--- src/design/auth_failure_lockout_table_macros.svh ---
// Assertion helpers shared by the lockout table logic.
// Both sample on the rising edge of clk and are switched off while arst_n is low.
`ifndef AUTH_FAILURE_LOCKOUT_TABLE_MACROS_SVH
`define AUTH_FAILURE_LOCKOUT_TABLE_MACROS_SVH

// A property that must hold at every clock edge.
`define AFLT_ASSERT(label, prop, msg) \
	label: assert property (@(posedge clk) disable iff (!arst_n) (prop)) else $error(msg);

// An implication checked in the same cycle as its antecedent.
`define AFLT_ASSERT_IMP(label, ante, cons, msg) \
	label: assert property (@(posedge clk) disable iff (!arst_n) (ante) |-> (cons)) \
		else $error(msg);

`endif

--- src/design/aflt_pkg.sv ---
package aflt_pkg;

	localparam int SRC_W   = 32;
	localparam int TIME_W  = 32;
	localparam int CNT_W   = 8;
	localparam int REQ_W   = 2;
	localparam int PADDR_W = 3;
	localparam int PDATA_W = 32;

	localparam logic [CNT_W-1:0]  CNT_MAX     = 8'hFF;
	localparam logic [CNT_W-1:0]  LIMIT_RST   = 8'd5;
	localparam logic [TIME_W-1:0] LOCKOUT_RST = 32'd30000;

	// Request codes
	localparam logic [REQ_W-1:0] REQ_CHECK   = 2'd0;
	localparam logic [REQ_W-1:0] REQ_FAIL    = 2'd1;
	localparam logic [REQ_W-1:0] REQ_SUCCESS = 2'd2;

	// Register indexes, taken from paddr[2]
	localparam logic REG_FAIL_LIMIT = 1'b0;
	localparam logic REG_LOCKOUT    = 1'b1;

	typedef struct packed {
		logic [CNT_W-1:0]  fail_limit;
		logic [TIME_W-1:0] lockout_time;
	} cfg_t;

	typedef struct packed {
		logic [SRC_W-1:0]  source;
		logic [CNT_W-1:0]  fails;
		logic [TIME_W-1:0] lock_end;
	} entry_t;

endpackage

--- src/design/aflt_if.sv ---
interface aflt_req_if import aflt_pkg::*; ();
	logic              valid;
	logic              ready;
	logic [REQ_W-1:0]  req_type;
	logic [SRC_W-1:0]  source_addr;
	logic [TIME_W-1:0] now_ms;

	modport source (output valid, req_type, source_addr, now_ms, input ready);
	modport sink (input valid, req_type, source_addr, now_ms, output ready);
endinterface

interface aflt_rsp_if import aflt_pkg::*; ();
	logic             valid;
	logic             ready;
	logic             allowed;
	logic             entry_found;
	logic             locked_now;
	logic [CNT_W-1:0] fail_total;
	logic             dropped;

	modport source (output valid, allowed, entry_found, locked_now, fail_total, dropped,
		input ready);
	modport sink (input valid, allowed, entry_found, locked_now, fail_total, dropped,
		output ready);
endinterface

--- src/design/aflt_ram.sv ---
module aflt_ram #(
	parameter int WIDTH = 72,
	parameter int DEPTH = 8
) (
	input  logic                                     clk,
	input  logic                                     we,
	input  logic [((DEPTH > 1) ? $clog2(DEPTH) : 1)-1:0] waddr,
	input  logic [WIDTH-1:0]                         wdata,
	input  logic                                     re,
	input  logic [((DEPTH > 1) ? $clog2(DEPTH) : 1)-1:0] raddr,
	output logic [WIDTH-1:0]                         rdata
);

	logic [WIDTH-1:0] mem [DEPTH];
	logic [WIDTH-1:0] rdata_q;

	always_ff @(posedge clk) begin
		if (we) begin
			mem[waddr] <= wdata;
		end
		if (re) begin
			rdata_q <= mem[raddr];
		end
	end

	assign rdata = rdata_q;

endmodule

--- src/design/aflt_cfg.sv ---
module aflt_cfg import aflt_pkg::*; (
	input  logic               clk,
	input  logic               arst_n,
	input  logic               psel,
	input  logic               penable,
	input  logic               pwrite,
	input  logic [PADDR_W-1:0] paddr,
	input  logic [PDATA_W-1:0] pwdata,
	output logic [PDATA_W-1:0] prdata,
	output logic               pready,
	output cfg_t               cfg
);

	cfg_t cfg_q;
	logic wr;

	assign pready = 1'b1;
	assign wr     = psel && penable && pwrite && pready;

	always_ff @(posedge clk or negedge arst_n) begin
		if (!arst_n) begin
			cfg_q.fail_limit   <= LIMIT_RST;
			cfg_q.lockout_time <= LOCKOUT_RST;
		end else if (wr) begin
			case (paddr[2])
				REG_FAIL_LIMIT: cfg_q.fail_limit   <= pwdata[CNT_W-1:0];
				REG_LOCKOUT:    cfg_q.lockout_time <= pwdata[TIME_W-1:0];
				default: ;
			endcase
		end
	end

	always_comb begin
		case (paddr[2])
			REG_FAIL_LIMIT: prdata = {{(PDATA_W-CNT_W){1'b0}}, cfg_q.fail_limit};
			REG_LOCKOUT:    prdata = cfg_q.lockout_time;
			default:        prdata = '0;
		endcase
	end

	assign cfg = cfg_q;

endmodule

--- src/design/aflt_ctrl.sv ---
`include "auth_failure_lockout_table_macros.svh"

module aflt_ctrl import aflt_pkg::*; #(
	parameter int TABLE_DEPTH = 8
) (
	input  logic        clk,
	input  logic        arst_n,
	input  cfg_t        cfg,
	aflt_req_if.sink    request,
	aflt_rsp_if.source  result
);

	localparam int IDX_W  = (TABLE_DEPTH > 1) ? $clog2(TABLE_DEPTH) : 1;
	localparam int USED_W = $clog2(TABLE_DEPTH + 1);
	localparam logic [USED_W-1:0] FULL = USED_W'(TABLE_DEPTH);

	localparam logic [1:0] ST_IDLE = 2'd0;
	localparam logic [1:0] ST_SCAN = 2'd1;
	localparam logic [1:0] ST_UPD  = 2'd2;

	logic [1:0]        state_q;
	logic [USED_W-1:0] used_q;
	logic [IDX_W-1:0]  ptr_q;
	logic              hit_q;
	logic [IDX_W-1:0]  hit_idx_q;
	entry_t            hit_ent_q;
	logic [REQ_W-1:0]  req_type_q;
	logic [SRC_W-1:0]  addr_q;
	logic [TIME_W-1:0] now_q;

	logic              rsp_valid_q;
	logic              allowed_q;
	logic              found_q;
	logic              locked_q;
	logic [CNT_W-1:0]  total_q;
	logic              dropped_q;

	logic              accept;
	logic              match;
	logic              last;
	logic [IDX_W-1:0]  ptr_next;
	logic              out_free;
	logic              fire;

	logic              ram_re;
	logic [IDX_W-1:0]  ram_raddr;
	entry_t            ram_rdata;
	logic              ram_we;
	logic [IDX_W-1:0]  ram_waddr;
	entry_t            ram_wdata;

	logic [CNT_W-1:0]  inc_fails;
	logic              lock;
	logic [TIME_W-1:0] deadline;
	logic              room;
	logic              grow;
	logic              nx_allowed;
	logic              nx_found;
	logic              nx_locked;
	logic [CNT_W-1:0]  nx_total;
	logic              nx_dropped;
	logic              wr_req;

	aflt_ram #(
		.WIDTH ($bits(entry_t)),
		.DEPTH (TABLE_DEPTH)
	) u_ram (
		.clk   (clk),
		.we    (ram_we),
		.waddr (ram_waddr),
		.wdata (ram_wdata),
		.re    (ram_re),
		.raddr (ram_raddr),
		.rdata (ram_rdata)
	);

	assign request.ready = (state_q == ST_IDLE);
	assign accept        = request.valid && request.ready;

	// The read issued last cycle addressed ptr_q, so its data is compared now.
	assign ptr_next  = ptr_q + 1'b1;
	assign match     = (ram_rdata.source == addr_q);
	assign last      = ((USED_W'(ptr_q) + 1'b1) == used_q);
	assign ram_re    = accept || (state_q == ST_SCAN && !match && !last);
	assign ram_raddr = (state_q == ST_IDLE) ? '0 : ptr_next;

	assign out_free  = !rsp_valid_q || result.ready;
	assign fire      = (state_q == ST_UPD) && out_free;

	assign inc_fails = (hit_ent_q.fails == CNT_MAX) ? CNT_MAX : hit_ent_q.fails + 1'b1;
	assign lock      = (inc_fails >= cfg.fail_limit);
	assign deadline  = now_q + cfg.lockout_time;
	assign room      = (used_q < FULL);
	assign ram_we    = fire && wr_req;

	always_comb begin
		nx_allowed = 1'b0;
		nx_found   = 1'b0;
		nx_locked  = 1'b0;
		nx_total   = '0;
		nx_dropped = 1'b0;
		wr_req     = 1'b0;
		grow       = 1'b0;
		ram_waddr  = hit_idx_q;
		ram_wdata  = hit_ent_q;
		ram_wdata.source = addr_q;
		case (req_type_q)
			REQ_CHECK: begin
				nx_found   = hit_q;
				nx_allowed = !hit_q || (now_q >= hit_ent_q.lock_end);
				nx_total   = hit_q ? hit_ent_q.fails : '0;
			end
			REQ_FAIL: begin
				if (hit_q) begin
					nx_found        = 1'b1;
					nx_total        = inc_fails;
					nx_locked       = lock;
					wr_req          = 1'b1;
					ram_wdata.fails = inc_fails;
					if (lock) begin
						ram_wdata.lock_end = deadline;
					end
				end else if (room) begin
					// A new source starts with one failure and no deadline.
					nx_total        = 8'd1;
					wr_req          = 1'b1;
					grow            = 1'b1;
					ram_waddr       = used_q[IDX_W-1:0];
					ram_wdata.fails = 8'd1;
					ram_wdata.lock_end = '0;
				end else begin
					nx_dropped = 1'b1;
				end
			end
			REQ_SUCCESS: begin
				if (hit_q) begin
					nx_found        = 1'b1;
					wr_req          = 1'b1;
					ram_wdata.fails = '0;
					ram_wdata.lock_end = '0;
				end
			end
			default: ;
		endcase
	end

	always_ff @(posedge clk or negedge arst_n) begin
		if (!arst_n) begin
			state_q     <= ST_IDLE;
			used_q      <= '0;
			ptr_q       <= '0;
			hit_q       <= 1'b0;
			rsp_valid_q <= 1'b0;
		end else begin
			if (fire) begin
				rsp_valid_q <= 1'b1;
			end else if (result.ready) begin
				rsp_valid_q <= 1'b0;
			end
			case (state_q)
				ST_IDLE: begin
					if (accept) begin
						ptr_q   <= '0;
						hit_q   <= 1'b0;
						state_q <= (used_q == '0) ? ST_UPD : ST_SCAN;
					end
				end
				ST_SCAN: begin
					if (match) begin
						hit_q   <= 1'b1;
						state_q <= ST_UPD;
					end else if (last) begin
						state_q <= ST_UPD;
					end else begin
						ptr_q <= ptr_next;
					end
				end
				ST_UPD: begin
					if (out_free) begin
						if (grow) begin
							used_q <= used_q + 1'b1;
						end
						state_q <= ST_IDLE;
					end
				end
				default: state_q <= ST_IDLE;
			endcase
		end
	end

	always_ff @(posedge clk) begin
		if (accept) begin
			req_type_q <= request.req_type;
			addr_q     <= request.source_addr;
			now_q      <= request.now_ms;
		end
		if (state_q == ST_SCAN && match) begin
			hit_idx_q <= ptr_q;
			hit_ent_q <= ram_rdata;
		end
		if (fire) begin
			allowed_q <= nx_allowed;
			found_q   <= nx_found;
			locked_q  <= nx_locked;
			total_q   <= nx_total;
			dropped_q <= nx_dropped;
		end
	end

	assign result.valid       = rsp_valid_q;
	assign result.allowed     = allowed_q;
	assign result.entry_found = found_q;
	assign result.locked_now  = locked_q;
	assign result.fail_total  = total_q;
	assign result.dropped     = dropped_q;

	`AFLT_ASSERT(a_used_bounded, used_q <= FULL, "used entry count beyond table depth")
	`AFLT_ASSERT(a_used_grows, used_q >= $past(used_q), "used entry count went down")
	`AFLT_ASSERT_IMP(a_scan_in_range, state_q == ST_SCAN, USED_W'(ptr_q) < used_q,
		"scan pointer outside the used entries")
	`AFLT_ASSERT_IMP(a_drop_when_full, rsp_valid_q && dropped_q, used_q == FULL,
		"failure dropped while the table had room")

endmodule

--- src/design/auth_failure_lockout_table.sv ---
// Channel   Port     Direction  Contents
// request   request  in         req_type, source_addr, now_ms
// result    result   out        allowed, entry_found, locked_now, fail_total, dropped
// config    APB      in/out     fail_limit at 0x0, lockout_time at 0x4
//
// A result is valid once its request has been looked up and updated: the single read port
// of the entry memory is swept one entry per cycle up to a match or the last used entry, then
// the update state writes any changed entry and loads the output register.
// The next request is taken as soon as the update is done, even while the result waits.
// Reset clears the used count and restores fail_limit 5 and lockout_time 30000.
// A stalled result holds the update cycle until the output register is free.
module auth_failure_lockout_table import aflt_pkg::*; #(
	parameter int TABLE_DEPTH = 8
) (
	input  logic               clk,
	input  logic               arst_n,
	aflt_req_if.sink           request,
	aflt_rsp_if.source         result,
	input  logic               psel,
	input  logic               penable,
	input  logic               pwrite,
	input  logic [PADDR_W-1:0] paddr,
	input  logic [PDATA_W-1:0] pwdata,
	output logic [PDATA_W-1:0] prdata,
	output logic               pready
);

	cfg_t cfg;

	aflt_cfg u_cfg (
		.clk     (clk),
		.arst_n  (arst_n),
		.psel    (psel),
		.penable (penable),
		.pwrite  (pwrite),
		.paddr   (paddr),
		.pwdata  (pwdata),
		.prdata  (prdata),
		.pready  (pready),
		.cfg     (cfg)
	);

	aflt_ctrl #(
		.TABLE_DEPTH (TABLE_DEPTH)
	) u_ctrl (
		.clk     (clk),
		.arst_n  (arst_n),
		.cfg     (cfg),
		.request (request),
		.result  (result)
	);

endmodule

--- src/flat_wrapper.sv ---
// flat-port wrapper written by rule: the top's interface ports become plain ports
module auth_failure_lockout_table_flat import aflt_pkg::*;
#(
	parameter int TABLE_DEPTH = 8
)
  (clk, arst_n, psel, penable, pwrite, paddr, pwdata, prdata, pready, request_valid, request_req_type, request_source_addr, request_now_ms, request_ready, result_valid, result_allowed, result_entry_found, result_locked_now, result_fail_total, result_dropped, result_ready);
  aflt_req_if request_i ();
  aflt_rsp_if result_i ();
  input  logic clk;
  input  logic arst_n;
  input  logic psel;
  input  logic penable;
  input  logic pwrite;
  input  logic [PADDR_W-1:0] paddr;
  input  logic [PDATA_W-1:0] pwdata;
  output logic [PDATA_W-1:0] prdata;
  output logic pready;
  input wire logic [$bits(request_i.valid)-1:0] request_valid;
  input wire logic [$bits(request_i.req_type)-1:0] request_req_type;
  input wire logic [$bits(request_i.source_addr)-1:0] request_source_addr;
  input wire logic [$bits(request_i.now_ms)-1:0] request_now_ms;
  output wire logic [$bits(request_i.ready)-1:0] request_ready;
  output wire logic [$bits(result_i.valid)-1:0] result_valid;
  output wire logic [$bits(result_i.allowed)-1:0] result_allowed;
  output wire logic [$bits(result_i.entry_found)-1:0] result_entry_found;
  output wire logic [$bits(result_i.locked_now)-1:0] result_locked_now;
  output wire logic [$bits(result_i.fail_total)-1:0] result_fail_total;
  output wire logic [$bits(result_i.dropped)-1:0] result_dropped;
  input wire logic [$bits(result_i.ready)-1:0] result_ready;
  assign request_i.valid = request_valid;
  assign request_i.req_type = request_req_type;
  assign request_i.source_addr = request_source_addr;
  assign request_i.now_ms = request_now_ms;
  assign request_ready = request_i.ready;
  assign result_valid = result_i.valid;
  assign result_allowed = result_i.allowed;
  assign result_entry_found = result_i.entry_found;
  assign result_locked_now = result_i.locked_now;
  assign result_fail_total = result_i.fail_total;
  assign result_dropped = result_i.dropped;
  assign result_i.ready = result_ready;
  auth_failure_lockout_table #(.TABLE_DEPTH(TABLE_DEPTH)) u_core (.clk(clk), .arst_n(arst_n), .request(request_i), .result(result_i), .psel(psel), .penable(penable), .pwrite(pwrite), .paddr(paddr), .pwdata(pwdata), .prdata(prdata), .pready(pready));
endmodule
--- config.mk ---
export PLATFORM = sky130hd
export DESIGN_NAME = auth_failure_lockout_table_flat
export DESIGN_NICKNAME = d
export VERILOG_FILES = /design/src/design/aflt_pkg.sv /design/src/design/aflt_if.sv /design/src/design/aflt_ram.sv /design/src/design/aflt_cfg.sv /design/src/design/aflt_ctrl.sv /design/src/design/auth_failure_lockout_table.sv /design/src/flat_wrapper.sv
export VERILOG_INCLUDE_DIRS = /design/src /design/src/design
export SDC_FILE = /design/constraint.sdc
export NUM_CORES = 1
export LEC_CHECK = 0
export ABC_AREA = 1
export BUFFER_PORTS_ARGS = -buffer_cell sky130_fd_sc_hd__buf_2
export CAP_MARGIN = 20
export CORE_ASPECT_RATIO = 0.75
export CORE_MARGIN = 1
export CORE_UTILIZATION = 59
export CTS_BUF_LIST = sky130_fd_sc_hd__clkbuf_8
export DETAILED_ROUTE_END_ITERATION = 10
export PLACE_DENSITY = 0.77
export SLEW_MARGIN = 40
export SYNTH_ARGS = -nofsm -noshare
export SYNTH_HDL_FRONTEND = slang
export SYNTH_SLANG_ARGS = --single-unit
--- constraint.sdc ---
create_clock -name clk -period 9 [get_ports clk]
set_input_delay 1.8 -clock clk [delete_from_list [all_inputs] [get_ports clk]]
set_output_delay 1.8 -clock clk [all_outputs]
set_load 0.05 [all_outputs]
==> impl_metrics.prom <==
# TYPE chip_impl_metric gauge
chip_impl_info{name="run_status",value="finished, final reports clean"} 1
chip_impl_info{name="critPathKind",value="primary input to output pin"} 1
chip_impl_metric{name="start_util",unit=""} 0.596
chip_impl_info{name="yosys.cell_count.top_type",value="sky130_fd_sc_hd__edfxtp_1"} 1
chip_impl_metric{name="cts_hold_repair.buffers",unit=""} 0
chip_impl_metric{name="synth_enable_flop_cells",unit=""} 769
chip_impl_metric{name="largest_net_degree_at_the_start_of_global_routing",unit=""} 109
chip_impl_metric{name="yosysUniqueCellTypes",unit=""} 49
chip_impl_metric{name="synth.net_count",unit=""} 3251
chip_impl_metric{name="net_switching_power_figure",unit="W"} 0.00200
chip_impl_metric{name="clkLatencyLatePin",unit="ns"} 0.76
chip_impl_metric{name="fin_util",unit=""} 0.658
chip_impl_metric{name="num-fill-cells",unit=""} 4443
chip_impl_info{name="yosys_most_used_dff",value="sky130_fd_sc_hd__edfxtp_1"} 1
chip_impl_metric{name="ys_ff_latch",unit=""} 820
chip_impl_metric{name="p_int",unit="W"} 0.00574
chip_impl_metric{name="cts-htree-levels",unit=""} 3
chip_impl_metric{name="area.sequential",unit="mm²"} 0.0244
chip_impl_metric{name="maximum_vdd_ir_drop",unit="µV"} 161
chip_impl_metric{name="yosys_warnings",unit=""} 0
chip_impl_metric{name="wl_per_cell",unit="µm"} 20.4
chip_impl_metric{name="dr.pass1.iters",unit=""} 8
chip_impl_metric{name="insertedDiodeCount",unit=""} 0
chip_impl_metric{name="static-leakage-power",unit="nW"} 15.1
chip_impl_metric{name="first_global_vias",unit=""} 23500
chip_impl_metric{name="worst_path_largest_cell_delay",unit="ns"} 0.51
chip_impl_info{name="setup_repair_after_global_routing_missed_its_margin",value="no"} 1
chip_impl_metric{name="ioPinCount",unit=""} 155
chip_impl_metric{name="timing.final.crit_share",unit=""} 0.515
chip_impl_metric{name="place_inst",unit=""} 3913
chip_impl_info{name="critical_path.startpoint",value="paddr[2]"} 1
chip_impl_metric{name="clk_transition_reported_paths",unit="ns"} 0.06
chip_impl_metric{name="pwr_density_cell",unit="mW/mm²"} 195
chip_impl_metric{name="crit_path_max_fanout",unit=""} 41
chip_impl_metric{name="detailed_place_hpwl",unit="µm"} 51800
chip_impl_metric{name="reg2regPathDepth",unit=""} 22
chip_impl_metric{name="placement.setup.worst_slack",unit="ns"} 3.97
chip_impl_metric{name="power.share.switching",unit=""} 0.258
chip_impl_info{name="yosys-top-cells-area",value="sky130_fd_sc_hd__edfxtp_1, sky130_fd_sc_hd__nand2_1, sky130_fd_sc_hd__nor2_1"} 1
chip_impl_info{name="tritoncts",value="built"} 1
chip_impl_info{name="path_cells",value="buf_2, nand2_1, o21ai_0, buf_2"} 1
chip_impl_metric{name="wire_length_of_the_first_global_routing_pass",unit="µm"} 129000
chip_impl_metric{name="post-cts-setup-buffer-count",unit=""} 0
chip_impl_metric{name="area_growth_from_synthesis_to_layout",unit="%"} 10.4
chip_impl_metric{name="antenna_violations_before_repair",unit=""} 0
chip_impl_metric{name="ant_nets",unit=""} 0
chip_impl_metric{name="seq_area_frac_synth",unit=""} 0.677
chip_impl_metric{name="viasPerCell",unit=""} 5.82
chip_impl_info{name="critical-path-top-cell-by-count",value="sky130_fd_sc_hd__buf_2"} 1
chip_impl_metric{name="seq_power_share",unit=""} 0.550
chip_impl_metric{name="final-max-slew-violation-count",unit=""} 0
chip_impl_metric{name="slew_headroom",unit=""} 0.425
chip_impl_metric{name="finalWorstPathRequiredPeriod",unit="ns"} 4.63
chip_impl_metric{name="drv.max_cap_violation_count",unit=""} 0
chip_impl_info{name="type_of_the_most_critical_hold_path",value="register to register"} 1
chip_impl_info{name="endpoint",value="prdata[3]"} 1
chip_impl_metric{name="cts_made_buffers",unit=""} 117
chip_impl_metric{name="syn-instance-count",unit=""} 3063
chip_impl_info{name="netlist.top_cell.by_area",value="sky130_fd_sc_hd__edfxtp_1"} 1
chip_impl_metric{name="num_rows",unit=""} 78
chip_impl_metric{name="required_time_of_the_worst_setup_path",unit="ns"} 7.20
chip_impl_metric{name="overflow",unit=""} 0
chip_impl_metric{name="synth_top_area_frac",unit=""} 0.641
chip_impl_metric{name="hold_slack",unit="ns"} 0.415
chip_impl_metric{name="final-setup-viol-count",unit=""} 0
chip_impl_metric{name="post_synth.cell_area_avg",unit="µm²"} 11.8
chip_impl_metric{name="worst-slew-pin-transition",unit="ns"} 0.862
chip_impl_metric{name="post-route-drc-count",unit=""} 0
chip_impl_metric{name="cts_resized",unit=""} 0
chip_impl_metric{name="syn-cell-area",unit="mm²"} 0.0360
chip_impl_info{name="critPathCaptureType",value="output pin"} 1
chip_impl_info{name="root_buffer",value="sky130_fd_sc_hd__clkbuf_8"} 1
chip_impl_metric{name="floorplan.die.width",unit="µm"} 287
chip_impl_metric{name="ys_async_sr_fraction",unit=""} 0.0622
chip_impl_metric{name="place.gp.congestion",unit=""} 0.912
chip_impl_metric{name="timing.critical_path.arrival",unit="ns"} 2.83
chip_impl_info{name="ranking_of_synthesized_cells_by_instance_count",value="sky130_fd_sc_hd__edfxtp_1, sky130_fd_sc_hd__nand2_1, sky130_fd_sc_hd__nor2_1"} 1
chip_impl_metric{name="fp.dieArea",unit="mm²"} 0.0621
chip_impl_info{name="regToRegEndpoint",value="u_core.u_ctrl.u_ram.mem[4][2]"} 1
chip_impl_metric{name="initialDrtViolationCount",unit=""} 2265
chip_impl_metric{name="final_hold_viol_count",unit=""} 0
chip_impl_metric{name="fmaxAchievable",unit="GHz"} 0.216
chip_impl_metric{name="share_clk_of_total_power",unit=""} 0.346
chip_impl_info{name="critical-path-slowest-cell",value="sky130_fd_sc_hd__buf_2"} 1
chip_impl_metric{name="routed_wl",unit="µm"} 84000
chip_impl_metric{name="worst-r2r-setup-slack",unit="ns"} 4.78
chip_impl_info{name="critical_path.startpoint_type",value="primary input"} 1
chip_impl_metric{name="finalSetupTns",unit="ns"} 0
chip_impl_info{name="worstReg2RegStart",value="u_core.u_ctrl.hit_ent_q[32]"} 1
chip_impl_metric{name="die-height",unit="µm"} 216
chip_impl_metric{name="clock-skew-final",unit="ns"} 0.0417
chip_impl_metric{name="buffer_ports.inserted",unit=""} 151
chip_impl_metric{name="final_critical_path_setup_slack",unit="ns"} 4.37
chip_impl_metric{name="tritoncts_num_sinks",unit=""} 820
chip_impl_metric{name="multi_input_comb_area",unit="mm²"} 0.0101
chip_impl_metric{name="core_region_area",unit="mm²"} 0.0604
chip_impl_metric{name="layout.cells.non_filler",unit=""} 4126
chip_impl_metric{name="routed-via-count",unit=""} 24000
chip_impl_metric{name="clk_path_buf_depth",unit=""} 3
chip_impl_metric{name="drive_gt1_frac",unit=""} 0.142
chip_impl_metric{name="tot_gr_track_use",unit=""} 0.273
chip_impl_metric{name="finalNetCount",unit=""} 3420
chip_impl_metric{name="power.combinational.fraction",unit=""} 0.104
cell usage in the layout, fill, tap and decap left out, drive strengths merged, types with 2 or more instances in the layout:
cell type	netlist	routed
dfstp	9	9
o22ai	10	10
o21a	3	3
or2	83	83
ha	79	79
a31oi	72	72
buf	60	188
nor2	381	381
nand4	16	16
clkinv	1	41
o211ai	75	75
xnor2	32	32
a21oi	47	47
o32ai	72	72
xor2	4	4
mux2	24	24
edfxtp	769	769
nor3	10	10
nand3	90	90
inv	280	333
o21bai	75	75
nand2	496	496
dfrtp	42	42
bufinv	0	2
nand3b	2	2
clkbuf	78	117
o21ai	246	246
critical path: cells and delay by family:
family | cells | cell delay, ns
buffers and inverters | 2 | 0.80
AND/OR/NAND/NOR | 1 | 0.11
AO/OA/AOI/OAI | 1 | 0.11
routing by layer:
layer / share of wire / routed length (µm) / track usage / vias up
li1: - / - / - / 11200
met5: 0 / 0 / 0 / -
met3: 0.080 / 6740 / 0.0466 / 167
met1: 0.43 / 35800 / 0.384 / 11600
met2: 0.47 / 39100 / 0.429 / 1031
met4: 0.029 / 2410 / 0.102 / 0
metrics by stage:
| step | total power [W] | cell area [µm²] |
|---|---|---|
| 4_1_cts | 0.00778 | 39700 |
| 3_5_place_dp | 0.00513 | 37600 |
| 6_report | 0.00774 | 39800 |
| 3_3_place_gp | 0.00511 | 37500 |
| 5_1_grt | 0.00806 | 39800 |
| 2_1_floorplan | 0.00489 | 36000 |
sequential cells by signal, summed over array words and instances (netlist names), 2 cells and up:
name and flops:
u_core.u_ctrl.ptr_q 3, u_core.u_ctrl.now_q 32, u_core.u_ctrl.hit_ent_q 40, u_core.u_ctrl.u_ram.rdata 72
u_core.u_ctrl.state_q 2, u_core.u_cfg.cfg 40, u_core.u_ctrl.u_ram.mem 576, u_core.u_ctrl.req_type_q 2
u_core.u_ctrl.used_q 4, u_core.u_ctrl.addr_q 32, u_core.u_ctrl.result.fail_total 8, u_core.u_ctrl.hit_idx_q 3
how the worst min path moves through the flow:
| stage | start | to | slack, ns | depth (start not counted) |
|---|---|---|---|---|
| after floorplan | u_core.u_ctrl.u_ram.rdata[0] | u_core.u_ctrl.hit_ent_q[0] | 0.40 | 0 |
| after global placement | u_core.u_ctrl.u_ram.rdata[2] | u_core.u_ctrl.hit_ent_q[2] | 0.40 | 0 |
| after detailed placement | u_core.u_ctrl.u_ram.rdata[3] | u_core.u_ctrl.hit_ent_q[3] | 0.40 | 0 |
| after CTS | u_core.u_ctrl.u_ram.rdata[5] | u_core.u_ctrl.hit_ent_q[5] | 0.42 | 0 |
| after global routing | u_core.u_ctrl.u_ram.rdata[37] | u_core.u_ctrl.hit_ent_q[37] | 0.43 | 0 |
| final | u_core.u_ctrl.u_ram.rdata[17] | u_core.u_ctrl.hit_ent_q[17] | 0.41 | 0 |
power groups by stage:
stage	combinational [W]	sequential, W	clock (W)
after global placement	0.000773	0.00433	0
after global routing	0.000902	0.00426	0.00290
after detailed placement	0.000793	0.00433	0
after floorplan	0.000587	0.00430	0
final	0.000804	0.00426	0.00268
after CTS	0.000798	0.00426	0.00272
logic make-up (layout without fill, tap and decap cells):
logic type | count (synthesis) | in the layout | synth area share
and+or+nand+nor | 1080 | 1080 | 0.125
DFF | 820 | 820 | 0.677
AOI/OAI and AO/OA | 602 | 602 | 0.106
buffers and inverters | 419 | 682 | 0.0479
adders and majority gates | 80 | 80 | 0.0280
xor gates and xnor gates | 36 | 36 | 0.00875
muxes | 25 | 25 | 0.00778
other | 1 | 1 | 0.000104
area by class of cell:
type,instances,share of cell area
Tap cell,800,0.0252
Clock buffer,117,0.0405
Multi-Input combinational cell,1824,0.253
Inverter,281,0.0268
Timing Repair Buffer,188,0.0287
Sequential cell,820,0.613
Clock inverter,96,0.0130
Note: power is estimated with default switching activity, not from simulation.
